`config.mk`:
```
export PLATFORM = sky130hd
export DESIGN_NAME = image_file_completeness_check
export DESIGN_NICKNAME = d
export VERILOG_FILES = /design/src/hw/rtl/ifcc_pkg.sv /design/src/hw/rtl/ifcc_in_stage.sv /design/src/hw/rtl/ifcc_track.sv /design/src/hw/rtl/ifcc_out_stage.sv /design/src/hw/rtl/image_file_completeness_check.sv
export SDC_FILE = /design/constraint.sdc
export NUM_CORES = 1
export LEC_CHECK = 0
export BUFFER_PORTS_ARGS = -buffer_cell sky130_fd_sc_hd__buf_2
export CAP_MARGIN = 20
export CORE_ASPECT_RATIO = 1.75
export CORE_UTILIZATION = 50
export DETAILED_ROUTE_END_ITERATION = 16
export PLACE_DENSITY = 0.76
export SYNTH_ARGS = -nofsm -noshare
export SYNTH_HDL_FRONTEND = slang
export SYNTH_SLANG_ARGS = --single-unit
```
`constraint.sdc`:
```
create_clock -name clk -period 6.1 [get_ports clk]
set_clock_uncertainty 0.05 [all_clocks]
set_input_delay 0.305 -clock clk [delete_from_list [all_inputs] [get_ports clk]]
set_output_delay 0.305 -clock clk [all_outputs]
set_load 0.02 [all_outputs]
```
`src/hw/rtl/ifcc_pkg.sv`:
```
`timescale 1ns / 1ps

package ifcc_pkg;

  // byte counter width; the counter saturates at its all-ones value
  localparam int LENGTH_BITS = 32;

  // largest count that still fits the 32-bit length report
  localparam logic [LENGTH_BITS-1:0] LEN_CAP = LENGTH_BITS'(32'hFFFF_FFFF);

  // format codes
  localparam logic [1:0] FMT_UNKNOWN = 2'd0;
  localparam logic [1:0] FMT_PNG     = 2'd1;
  localparam logic [1:0] FMT_BMP     = 2'd2;
  localparam logic [1:0] FMT_JPEG    = 2'd3;

  // header candidate bits
  localparam int ALIVE_PNG  = 0;
  localparam int ALIVE_BMP  = 1;
  localparam int ALIVE_JPEG = 2;

  // header and trailer bytes
  localparam logic [7:0]  BMP_B0    = 8'd66;
  localparam logic [7:0]  BMP_B1    = 8'd77;
  localparam logic [7:0]  JPEG_B0   = 8'd255;
  localparam logic [7:0]  JPEG_B1   = 8'd216;
  localparam logic [39:0] PNG_TAIL  = 40'h44_AE_42_60_82;
  localparam logic [15:0] JPEG_TAIL = 16'hFF_D9;

  // configuration registers
  localparam logic       REG_MIN_LENGTH = 1'b0;
  localparam logic [7:0] MIN_LEN_RESET  = 8'd20;

  typedef struct packed {
    logic [7:0] data;
    logic       last;
  } word_t;

  typedef struct packed {
    logic        complete;
    logic [1:0]  format;
    logic [31:0] file_length;
  } result_t;

  // png signature byte at header position
  function automatic logic [7:0] png_sig(input logic [2:0] pos);
    logic [7:0] sig;
    case (pos)
      3'd0:    sig = 8'd137;
      3'd1:    sig = 8'd80;
      3'd2:    sig = 8'd78;
      3'd3:    sig = 8'd71;
      3'd4:    sig = 8'd13;
      3'd5:    sig = 8'd10;
      3'd6:    sig = 8'd26;
      3'd7:    sig = 8'd10;
      default: sig = 8'd0;
    endcase
    return sig;
  endfunction

endpackage

```
`src/hw/rtl/ifcc_in_stage.sv`:
```
`timescale 1ns / 1ps

module ifcc_in_stage
  import ifcc_pkg::*;
(
  input  logic       clk,
  input  logic       rst,
  input  logic       in_valid,
  input  logic [7:0] in_data,
  input  logic       in_last,
  output logic       in_stall,
  input  logic       go,
  output logic       s1_valid,
  output word_t      s1_word
);

  assign in_stall = s1_valid && !go;

  always_ff @(posedge clk) begin
    if (rst) begin
      s1_valid <= 1'b0;
    end else if (!in_stall) begin
      s1_valid <= in_valid;
    end
  end

  always_ff @(posedge clk) begin
    if (!in_stall && in_valid) begin
      s1_word.data <= in_data;
      s1_word.last <= in_last;
    end
  end

endmodule

```
`src/hw/rtl/ifcc_track.sv`:
```
`timescale 1ns / 1ps

module ifcc_track
  import ifcc_pkg::*;
(
  input  logic       clk,
  input  logic       rst,
  input  logic       s1_valid,
  input  word_t      s1_word,
  input  logic       out_free,
  input  logic [7:0] min_length,
  output logic       go,
  output logic       res_valid,
  output result_t    res
);

  logic [LENGTH_BITS-1:0] byte_count, byte_count_next;
  logic [31:0]            recent_bytes, recent_bytes_next;
  logic [1:0]             header_class, header_class_next;
  logic [2:0]             header_alive, header_alive_next;
  logic [31:0]            declared_length, declared_length_next;
  logic [LENGTH_BITS-1:0] png_pos, png_pos_next;
  logic                   png_seen, png_seen_next;
  logic [LENGTH_BITS-1:0] jpeg_pos, jpeg_pos_next;
  logic                   jpeg_seen, jpeg_seen_next;

  logic [7:0]             b;
  logic [LENGTH_BITS-1:0] idx;
  logic [39:0]            tail;
  logic [1:0]             sel;
  logic [LENGTH_BITS-1:0] half;
  logic [LENGTH_BITS:0]   jpeg_min;
  logic                   ok;

  // non-final bytes never wait on the result side
  assign go        = s1_valid && (!s1_word.last || out_free);
  assign res_valid = go && s1_word.last;

  assign b    = s1_word.data;
  assign idx  = byte_count;
  assign tail = {recent_bytes, b};
  assign sel  = idx[1:0] - 2'd2;

  always_comb begin
    header_alive_next    = header_alive;
    header_class_next    = header_class;
    declared_length_next = declared_length;
    png_pos_next         = png_pos;
    png_seen_next        = png_seen;
    jpeg_pos_next        = jpeg_pos;
    jpeg_seen_next       = jpeg_seen;

    // header classification
    if (idx < LENGTH_BITS'(8) && b != png_sig(idx[2:0])) begin
      header_alive_next[ALIVE_PNG] = 1'b0;
    end
    if (idx == '0) begin
      if (b != BMP_B0) header_alive_next[ALIVE_BMP] = 1'b0;
      if (b != JPEG_B0) header_alive_next[ALIVE_JPEG] = 1'b0;
    end else if (idx == LENGTH_BITS'(1)) begin
      if (b != BMP_B1) header_alive_next[ALIVE_BMP] = 1'b0;
      if (b != JPEG_B1) header_alive_next[ALIVE_JPEG] = 1'b0;
      if (header_alive_next[ALIVE_BMP]) begin
        header_class_next = FMT_BMP;
      end else if (header_alive_next[ALIVE_JPEG]) begin
        header_class_next = FMT_JPEG;
      end
    end else if (idx == LENGTH_BITS'(7)) begin
      if (header_alive_next[ALIVE_PNG]) header_class_next = FMT_PNG;
    end

    // bmp size field, little endian at bytes 2..5
    if (idx >= LENGTH_BITS'(2) && idx <= LENGTH_BITS'(5)) begin
      case (sel)
        2'd0:    declared_length_next[7:0]   = declared_length[7:0]   | b;
        2'd1:    declared_length_next[15:8]  = declared_length[15:8]  | b;
        2'd2:    declared_length_next[23:16] = declared_length[23:16] | b;
        2'd3:    declared_length_next[31:24] = declared_length[31:24] | b;
        default: declared_length_next = declared_length;
      endcase
    end

    // trailer detectors
    if (idx >= LENGTH_BITS'(4) && tail == PNG_TAIL) begin
      png_seen_next = 1'b1;
      png_pos_next  = idx;
    end
    if (idx >= LENGTH_BITS'(1) && tail[15:0] == JPEG_TAIL) begin
      jpeg_seen_next = 1'b1;
      jpeg_pos_next  = idx;
    end
  end

  assign recent_bytes_next = tail[31:0];
  assign byte_count_next   = (byte_count != '1) ? byte_count + 1'b1 : byte_count;

  // judgement on the updated length
  assign half     = byte_count_next >> 1;
  assign jpeg_min = {1'b0, half} + (LENGTH_BITS+1)'(2);

  always_comb begin
    ok = 1'b0;
    if (byte_count_next >= LENGTH_BITS'(min_length)) begin
      case (header_class_next)
        FMT_PNG:  ok = png_seen_next && (png_pos_next >= half);
        FMT_BMP:  ok = (LENGTH_BITS+32)'(declared_length_next) <=
                       (LENGTH_BITS+32)'(byte_count_next);
        FMT_JPEG: ok = jpeg_seen_next &&
                       ((jpeg_pos_next == byte_count_next - 1'b1) ||
                        ({1'b0, jpeg_pos_next} >= jpeg_min));
        default:  ok = 1'b0;
      endcase
    end
  end

  assign res.complete    = ok;
  assign res.format      = header_class_next;
  assign res.file_length = (byte_count_next > LEN_CAP) ? 32'hFFFF_FFFF
                                                       : 32'(byte_count_next);

  always_ff @(posedge clk) begin
    if (rst || res_valid) begin
      byte_count      <= '0;
      recent_bytes    <= '0;
      header_class    <= FMT_UNKNOWN;
      header_alive    <= 3'b111;
      declared_length <= '0;
      png_pos         <= '0;
      png_seen        <= 1'b0;
      jpeg_pos        <= '0;
      jpeg_seen       <= 1'b0;
    end else if (go) begin
      byte_count      <= byte_count_next;
      recent_bytes    <= recent_bytes_next;
      header_class    <= header_class_next;
      header_alive    <= header_alive_next;
      declared_length <= declared_length_next;
      png_pos         <= png_pos_next;
      png_seen        <= png_seen_next;
      jpeg_pos        <= jpeg_pos_next;
      jpeg_seen       <= jpeg_seen_next;
    end
  end

endmodule

```
`src/hw/rtl/ifcc_out_stage.sv`:
```
`timescale 1ns / 1ps

module ifcc_out_stage
  import ifcc_pkg::*;
(
  input  logic        clk,
  input  logic        rst,
  input  logic        res_valid,
  input  result_t     res,
  output logic        out_free,
  output logic        out_valid,
  input  logic        out_stall,
  output logic        complete,
  output logic [1:0]  format,
  output logic [31:0] file_length
);

  result_t held;

  assign out_free = !out_valid || !out_stall;

  always_ff @(posedge clk) begin
    if (rst) begin
      out_valid <= 1'b0;
    end else if (out_free) begin
      out_valid <= res_valid;
    end
  end

  always_ff @(posedge clk) begin
    if (out_free && res_valid) begin
      held <= res;
    end
  end

  assign complete    = held.complete;
  assign format      = held.format;
  assign file_length = held.file_length;

endmodule

```
`src/hw/rtl/image_file_completeness_check.sv`:
```
`timescale 1ns / 1ps

// a final byte passes the input register, then the result register, to its result word;
// bytes that are not final give no result word; the single-pass tracker between the two registers sets the rate
// throughput: one byte per cycle unless a final byte waits on a full result register
// reset (rst, synchronous): clears the file state and both stages, min_length returns to 20
module image_file_completeness_check
  import ifcc_pkg::*;
(
  input  logic        clk,
  input  logic        rst,
  // byte stream
  input  logic        in_valid,
  output logic        in_stall,
  input  logic [7:0]  data_byte,
  input  logic        last_byte,
  // result stream
  output logic        out_valid,
  input  logic        out_stall,
  output logic        complete,
  output logic [1:0]  format,
  output logic [31:0] file_length,
  // configuration port
  input  logic        psel,
  input  logic        penable,
  input  logic        pwrite,
  input  logic [2:0]  paddr,
  input  logic [31:0] pwdata,
  output logic [31:0] prdata,
  output logic        pready
);

  logic       min_length;
  logic [7:0] min_len;
  logic       s1_valid;
  word_t      s1_word;
  logic       go;
  logic       out_free;
  logic       res_valid;
  result_t    res;

  // ---------------------------------------------------------------------------
  // configuration: one register, min_length, at byte address 0
  // word address is paddr[2]; the low two bits are ignored
  // ---------------------------------------------------------------------------
  assign pready     = 1'b1;
  assign min_length = (paddr[2] == REG_MIN_LENGTH);

  always_ff @(posedge clk) begin
    if (rst) begin
      min_len <= MIN_LEN_RESET;
    end else if (psel && penable && pwrite && pready && min_length) begin
      min_len <= pwdata[7:0];
    end
  end

  assign prdata = min_length ? {24'd0, min_len} : 32'd0;

  // input register; stalls only when a final byte waits on a full result register
  ifcc_in_stage u_in_stage (
    .clk      (clk),
    .rst      (rst),
    .in_valid (in_valid),
    .in_data  (data_byte),
    .in_last  (last_byte),
    .in_stall (in_stall),
    .go       (go),
    .s1_valid (s1_valid),
    .s1_word  (s1_word)
  );

  // per-file tracking: header match, bmp size, trailer detectors and the verdict
  // state clears itself on the word that carries the final byte
  ifcc_track u_track (
    .clk        (clk),
    .rst        (rst),
    .s1_valid   (s1_valid),
    .s1_word    (s1_word),
    .out_free   (out_free),
    .min_length (min_len),
    .go         (go),
    .res_valid  (res_valid),
    .res        (res)
  );

  // result register; a waiting result does not hold up non-final bytes
  ifcc_out_stage u_out_stage (
    .clk         (clk),
    .rst         (rst),
    .res_valid   (res_valid),
    .res         (res),
    .out_free    (out_free),
    .out_valid   (out_valid),
    .out_stall   (out_stall),
    .complete    (complete),
    .format      (format),
    .file_length (file_length)
  );

endmodule
```
# Yosys cells after proc, flatten, opt, wreduce, memory -nomap -nowiden
# Memory sizes are Yosys's and may differ from the RTL's. A register that Yosys moved wholly into a read port is not among the register bits.
# Cells that the tools add are included.
[word_totals] memories=1 inputBits=51 regBits=221 out_inout_bits=70 romBits=56
[mem_list] name="(name not given)" depth=8 word_bits=7 read_ports=1 rd_clocked_by_memory_dff=1 write_ports=0 line="ifcc_pkg.sv:48" source="case (pos)"
[op_classes] add_sub_neg=4 order_cmp=10 n_eq_ne=19 bitwise=5 n_mux=31 n_reduce_logical=28
[ops] operator="$mux W32" count=4
[ops] operator="$eq A40 B39 Y1 const B" count=1
[ops] operator="$mux W8" count=5
[ops] operator="$ge A32 B33 Y1" count=1
[ops] operator="$add A31 B2 Y32 const B" count=1
[ops] operator="$add A32 B1 Y32 const B" count=1
[ops] operator="$eq A32 B1 Y1 const B" count=1
[ops] operator="$eq A32 B3 Y1 const B" count=1
[ops] operator="$eq A32 B32 Y1" count=1
[ops] operator="$ge A32 B1 Y1 const B" count=1
[ops] operator="$ge A32 B2 Y1 const B" count=1
[ops] operator="$ge A32 B3 Y1 const B" count=1
[ops] operator="$ge A32 B31 Y1" count=1
[ops] operator="$ge A32 B8 Y1" count=1
[ops] operator="$gt A32 B32 Y1 const B" count=1
[ops] operator="$le A32 B3 Y1 const B" count=1
[ops] operator="$le A32 B32 Y1" count=1
[ops] operator="$logic_not A32 Y1" count=1
[ops] operator="$lt A32 B4 Y1 const B" count=1
[ops] operator="$ne A32 B32 Y1 const B" count=1
[ops] operator="$or A8 B8 Y8" count=4
[ops] operator="$sub A32 B1 Y32 const B" count=1
[ops] operator="$eq A16 B16 Y1 const B" count=1
[ops] operator="$mux W2" count=8
[ops] operator="other kinds (17)" count=56

# Depth between registers and ports, before layout
[logic_depth] depth_word=10 mapped_depth=30 mapped_depth_nobuf=27

# Hierarchy
# Synthesis repeated with hierarchy kept, for this count alone.
[hier_totals] hier_cells=1859 area_unflattened_um2=15279.7
[modules_own_cells] module="ifcc_track" n_inst=1 area_per_inst_um2=13249.0 cells_per_inst=1736
[modules_own_cells] module="ifcc_out_stage" n_inst=1 area_per_inst_um2=1089.8 cells_per_inst=40
[modules_own_cells] module="image_file_completeness_check" n_inst=1 area_per_inst_um2=620.6 cells_per_inst=70
[modules_own_cells] module="ifcc_in_stage" n_inst=1 area_per_inst_um2=320.3 cells_per_inst=13

# Least setup slack after synthesis
# OpenSTA, ideal clock, no wires.
[synth_path] path_kind="reg-to-reg" from="register u_track.byte_count[1]" to="register u_out_stage.held, in the netlist u_out_stage.complete (data pin)" setup_time_ns=0.264 synth_period_minus_slack_ns=5.955 slack_ns=0.145 path_stages_with_launch=31 t_required_ns=5.786 t_arrival_ns=5.641 path_cell_list="dfxtp_1 ha_1 buf_4 nand4_2 nor4_4 and3_1 buf_4 clkbuf_1 nor2_1 xnor2_1 inv_1 ha_1 nand2_1 or4_1 nor3_2 nand2_1 nor4_2 nand2_1 xnor2_1 ha_1 a21o_1 a21o_1 a21o_1 a21o_1 a21o_1 a21oi_1 o41ai_1 a211oi_1 a21oi_1 o31ai_1 o21ai_1"
[synth_between] elab_cells_between_ends=48 cone_classes="add/sub (4); order compare (9); eq/ne (10); mux (16); reduce/logical (9)"
[synth_rtl] element="start, declared" line="ifcc_track.sv:17" source="logic [LENGTH_BITS-1:0] byte_count, byte_count_next;"
[synth_rtl] element="start signal, assigned" line="ifcc_track.sv:133" source="byte_count <= byte_count_next;"
[synth_rtl] element="$add A32 B1 Y32 / $ne A32 B32 Y1 (equally long branches)" line="ifcc_track.sv:95" source="assign byte_count_next = (byte_count != '1) ? byte_count + 1'b1 : byte_count;"
[synth_rtl] element="$mux W32 *" line="ifcc_track.sv:95"
[synth_rtl] element="via u_track.byte_count_next[3]" line="ifcc_track.sv:17"
[synth_rtl] element="$add A31 B2 Y32 / $sub A32 B1 Y32 (equally long branches)" line="ifcc_track.sv:99, ifcc_track.sv:109"
[synth_rtl] element="$ge A32 B33 Y1 / $eq A32 B32 Y1 (equally long branches)" line="ifcc_track.sv:110, ifcc_track.sv:109"
[synth_rtl] element="$logic_or A1 B1 Y1" line="ifcc_track.sv:109" source="((jpeg_pos_next == byte_count_next - 1'b1) ||"
[synth_rtl] element="$logic_and A1 B1 Y1" line="ifcc_track.sv:108" source="FMT_JPEG: ok = jpeg_seen_next &&"
[synth_rtl] element="$pmux W1 S3" line="ifcc_track.sv:104" source="case (header_class_next)"
[synth_rtl] element="end signal, assigned" line="ifcc_out_stage.sv:32" source="held <= res;"
[synth_rtl] element="end, declared" line="ifcc_out_stage.sv:18" source="result_t held;"
# The timed path passes the listed nets; every way through them passes the cells marked *.
# A chain may end at the register's enable or synchronous reset.

# Worst setup path in the final report
[layout_path] from="register u_track.byte_count[22]" to="register u_out_stage.held, in the netlist u_out_stage.complete (data pin)"
[layout_between] elab_chain_len=9 elab_cells_between_ends=39 cone_classes="add/sub (3); order compare (9); eq/ne (7); mux (12); reduce/logical (8)"
[layout_rtl] element="parallel branches: the longest is 9 deep, another holds $ge A32 B33 Y1"
# Several ways; the timed one is not identified.

==> results.rst <==
.. list-table::
   :header-rows: 1

   * - Metric
     - Value
   * - Number of nets in the final layout
     - around 2100
   * - Number of iterations in the first detailed-routing pass
     - 5
   * - Launch instance of the worst register-to-register path
     - u_track.byte_count[22]
   * - Worst hold endpoint
     - u_out_stage.out_valid
   * - Number of nets still failing antenna checks after routing
     - 0
   * - Number of antenna violations at the first check in global routing
     - 1
   * - Number of buffers between clock root and the deepest sink
     - 3
   * - IR Drop Worst-Case VDD
     - 0.2176 mV
   * - Async SR Flop Fraction
     - 0%
   * - Relative slew margins
     - 30.06%
   * - Effective utilization at floorplan
     - 50.94%
   * - All-layer global routing usage
     - approximately a third
   * - Endpoint required time on the critical path
     - 6.34 ns
   * - Proportion of synthesized chip area in sequential cells
     - 32.68%
   * - Type of element capturing the critical path
     - flip-flop
   * - Start point of the worst hold path
     - rst
   * - Number of vias after detailed routing
     - ~14000
   * - Total number of placement rows
     - 84
   * - Slowest stage cell, crit path
     - sky130_fd_sc_hd__or4_1
   * - Tightest Hold Check Type
     - input pin to flip-flop
   * - Area enclosed by the die boundary
     - 31360 um2
   * - Count of pins over their slew limit
     - 0
   * - Lkg Pwr
     - roughly 8 nW
   * - Area overhead of the layout relative to synthesis
     - 13.45%
   * - CTS tree
     - built
   * - Io pins
     - 121
   * - Via density per instance
     - ~6.1
   * - Total negative setup slack
     - 0 ns
   * - Number of maximum-capacitance violations
     - 0
   * - Post-synth top area share
     - around 24%
   * - Detailed Route Iter0 Violations
     - 854
   * - Wire per inst
     - roughly 22 um
   * - Number of hold violations in the final report
     - 0
   * - Number of global-route vias before repair
     - 14275
   * - Total Wirelength
     - 52250 um
   * - Die width
     - 134.3 um
   * - Outcome
     - finished clean
   * - Worst reg2reg path endpoint
     - u_out_stage.complete
   * - Number of flops mapped to enable cells by yosys
     - 44
   * - Maximum single-stage delay on the critical path
     - 0.60 ns
   * - Post-synth top flop
     - sky130_fd_sc_hd__dfxtp_1
   * - Register-to-Register Path Depth
     - 24
   * - Kind of cell adding the most delay to the critical path
     - simple AND/OR/NAND/NOR gates
   * - F_max
     - about 170 MHz
   * - Crit path DAT
     - about 6 ns
   * - Crit path launch type
     - flip-flop
   * - Clock latency on the worst-skew pair
     - approximately 0.55 ns
   * - Clk Tree Root Cell
     - sky130_fd_sc_hd__clkbuf_16
   * - Minimum setup slack among reg-to-reg paths
     - 0.34 ns
   * - Number of buffers created by CTS
     - 23
   * - Filler cell count
     - 2795
   * - Number of I/O port buffers
     - 69
   * - Proportion of layout cells with a drive suffix above 1
     - about 16%
   * - Placeable core area
     - about 30000 um2
   * - Power density over the cells
     - 206.1 nW/um2
   * - Final Instance Area
     - 17370 um2
   * - Yosys warning total
     - 0
   * - Final Setup Violations
     - 0
   * - Largest net degree at the start of global routing
     - 84
   * - Post-Synthesis Cell Area
     - 15310 um2
   * - # H-tree levels
     - 1
   * - Most area-consuming cells after synthesis
     - sky130_fd_sc_hd__dfxtp_1 (24%), sky130_fd_sc_hd__ha_1 (9.3%), sky130_fd_sc_hd__edfxtp_1 (8.6%)
   * - Post-detail-place hpwl
     - roughly 40000 um
   * - First-pass GRT wire length
     - 79890 um
   * - Most frequent standard cell in the layout excluding fill and tap cells
     - sky130_fd_sc_hd__nand2_1
   * - Cell type with the highest aggregate area in the netlist
     - sky130_fd_sc_hd__dfxtp_1
   * - Total grt overflow
     - 0
   * - Cell with the most instances on the worst path
     - sky130_fd_sc_hd__a21o_1
   * - Number of instances on the worst hold path
     - 2
   * - Standard cell area after detailed placement
     - 16370 um2
   * - Number of post-CTS setup repair buffers
     - 0
   * - Post-synthesis average cell area
     - around 8.4 um2
   * - CTS clk-pin slew, worst paths
     - 0.06 ns
   * - PnR worst setup slack
     - 0.3413 ns
   * - Final weighted congestion of routability-driven global placement
     - 0.9794
   * - DRC violations left
     - 0
   * - Syn Inst Count
     - 1828
   * - Highest-count cells in the layout ignoring fill and taps
     - sky130_fd_sc_hd__nand2_1 (252), sky130_fd_sc_hd__dfxtp_1 (184), sky130_fd_sc_hd__a21oi_1 (131), sky130_fd_sc_hd__nor2_1 (130), sky130_fd_sc_hd__ha_1 (114)
   * - Ratio of final minimum period to clock period
     - about 94%
   * - Worst setup path class
     - flip-flop to flip-flop
   * - Yosys cell types
     - between 80 and 90
   * - Crit path buf inv count
     - 1
   * - Least-Margin Pin Slew
     - 1.049 ns
   * - Place WS
     - roughly 0.19 ns
   * - Post-route minimum period
     - 5.759 ns
   * - CP cell instances
     - nand4_4 -> nor4_4 -> and3_4 -> buf_4 -> o21ai_2 -> and2_4 -> or4_1 -> or3_4 -> nand2b_4 -> nor4_4 -> nand2_1 -> xnor2_1 -> ha_1 -> a21o_1 -> a21o_1 -> a21o_1 -> a21o_1 -> a21o_1 -> a21oi_1 -> o41ai_1 -> a211oi_1 -> a21oi_1 -> o31ai_1 -> o21ai_1
   * - Largest fanout of any net on the critical path
     - 12
   * - Number of sinks handled by clock tree synthesis
     - 228
   * - Flop and latch count out of synthesis
     - about 230
   * - Height of the die
     - 233.5 um
   * - Unrepaired setup endpoints after global routing
     - false
==> power breakdown <==
| part | total (mW) | switching, mW | internal, mW |
|---|---|---|---|
| clock | 1.49 | 0.650 | 0.837 |
| combinational | 0.503 | 0.320 | 0.183 |
| sequential | 1.59 | 0.0227 | 1.57 |
==> final cells by class <==
type,count,area [um2],share of cell area [%]
Sequential cell,228,5005,28.81
Antenna cell,1,2.502,0.01440
Timing Repair Buffer,199,1369,7.879
Clock inverter,12,135.1,0.7778
Tap cell,387,484.2,2.787
Inverter,79,296.5,1.707
Clock buffer,29,639.4,3.680
Multi-Input combinational cell,1398,9442,54.35
==> repair_timing <==
action                                  4_1_cts  5_1_grt
hold buffers                                 19        0
endpoints found under the setup margin        0        1
resized for setup                             0        6
hold endpoints to repair                     19        0
==> layer usage <==
metal | wire, um | vias to the layer above | track usage, % | share of wire, %
met5 | 11 | - | 0 | 0.021
met4 | 5158 | 2 | 30.65 | 9.9
met3 | 2512 | 245 | 4.036 | 4.8
met2 | 27010 | 587 | 62.10 | 52
met1 | 17560 | 6754 | 32.77 | 34
li1 | - | 6667 | - | -
==> Yosys cell counts, types with 38 or more instances <==
library cell               number
sky130_fd_sc_hd__nand2_1      253
sky130_fd_sc_hd__dfxtp_1      184
sky130_fd_sc_hd__nor2_1       133
sky130_fd_sc_hd__a21oi_1      131
sky130_fd_sc_hd__ha_1         114
sky130_fd_sc_hd__a21o_1        86
sky130_fd_sc_hd__clkbuf_1      83
sky130_fd_sc_hd__xnor2_1       79
sky130_fd_sc_hd__inv_1         76
sky130_fd_sc_hd__nand4_1       53
sky130_fd_sc_hd__nand3_1       52
sky130_fd_sc_hd__o21ai_0       49
sky130_fd_sc_hd__edfxtp_1      44
sky130_fd_sc_hd__a211oi_1      38
==> state kept, by name (all words and copies together) (netlist names), 3 cells and up, named ones only <==
name	cells
min_len	8
u_in_stage.s1_word	9
u_out_stage.file_length	32
u_track.byte_count	32
u_track.declared_length	32
u_track.header_alive	3
u_track.jpeg_pos	32
u_track.png_pos	32
u_track.recent_bytes	32
==> stage by stage <==
stage	hold slack (ns)	utilization, %	total power [mW]	instances
5_1_grt	0.06461	57.79	3.695	2332
4_1_cts	0.03050	57.67	3.586	2332
6_report	0.03094	57.80	3.581	2333
3_3_place_gp	0.3840	54.46	2.098	2272
2_1_floorplan	0.3539	-	1.963	1851
3_5_place_dp	0.3935	54.46	2.106	2272
==> logic make-up (layout without fill, tap and decap cells) <==
kind of cell / count (synthesis) / after routing / share of synthesized area, %
muxes: 48 / 48 / 3.358
buffers and inverters: 225 / 319 / 6.626
DFF: 228 / 228 / 32.68
AOI/OAI and AO/OA: 426 / 426 / 18.85
other: 2 / 26 / 0.04904
adders and majority gates: 114 / 114 / 9.314
xor gates and xnor gates: 110 / 110 / 6.945
and+or+nand+nor: 675 / 675 / 22.17
==> how the worst max path moves through the flow <==
stage,depth (start not counted),startpoint,to,slack (ns)
4_1_cts,25,u_track.byte_count[0],u_out_stage.complete,0.17
3_5_place_dp,25,u_track.byte_count[0],u_out_stage.complete,0.19
5_1_grt,24,u_track.byte_count[22],u_out_stage.complete,0.01
2_1_floorplan,30,u_track.byte_count[1],u_out_stage.complete,0.15
6_report,24,u_track.byte_count[22],u_out_stage.complete,0.34
3_3_place_gp,25,u_track.byte_count[0],u_out_stage.complete,0.35
==> worst register-to-register path, delay by kind of cell (launching register included) <==
kind / cells / cell delay (ns)
simple gates: 9 / 2.63
flops: 1 / 0.38
xor+xnor: 1 / 0.14
compound gates: 12 / 1.82
buf+inv: 1 / 0.19
fa+ha+maj: 1 / 0.31
No activity file was read; power rests on OpenSTA's default activity.
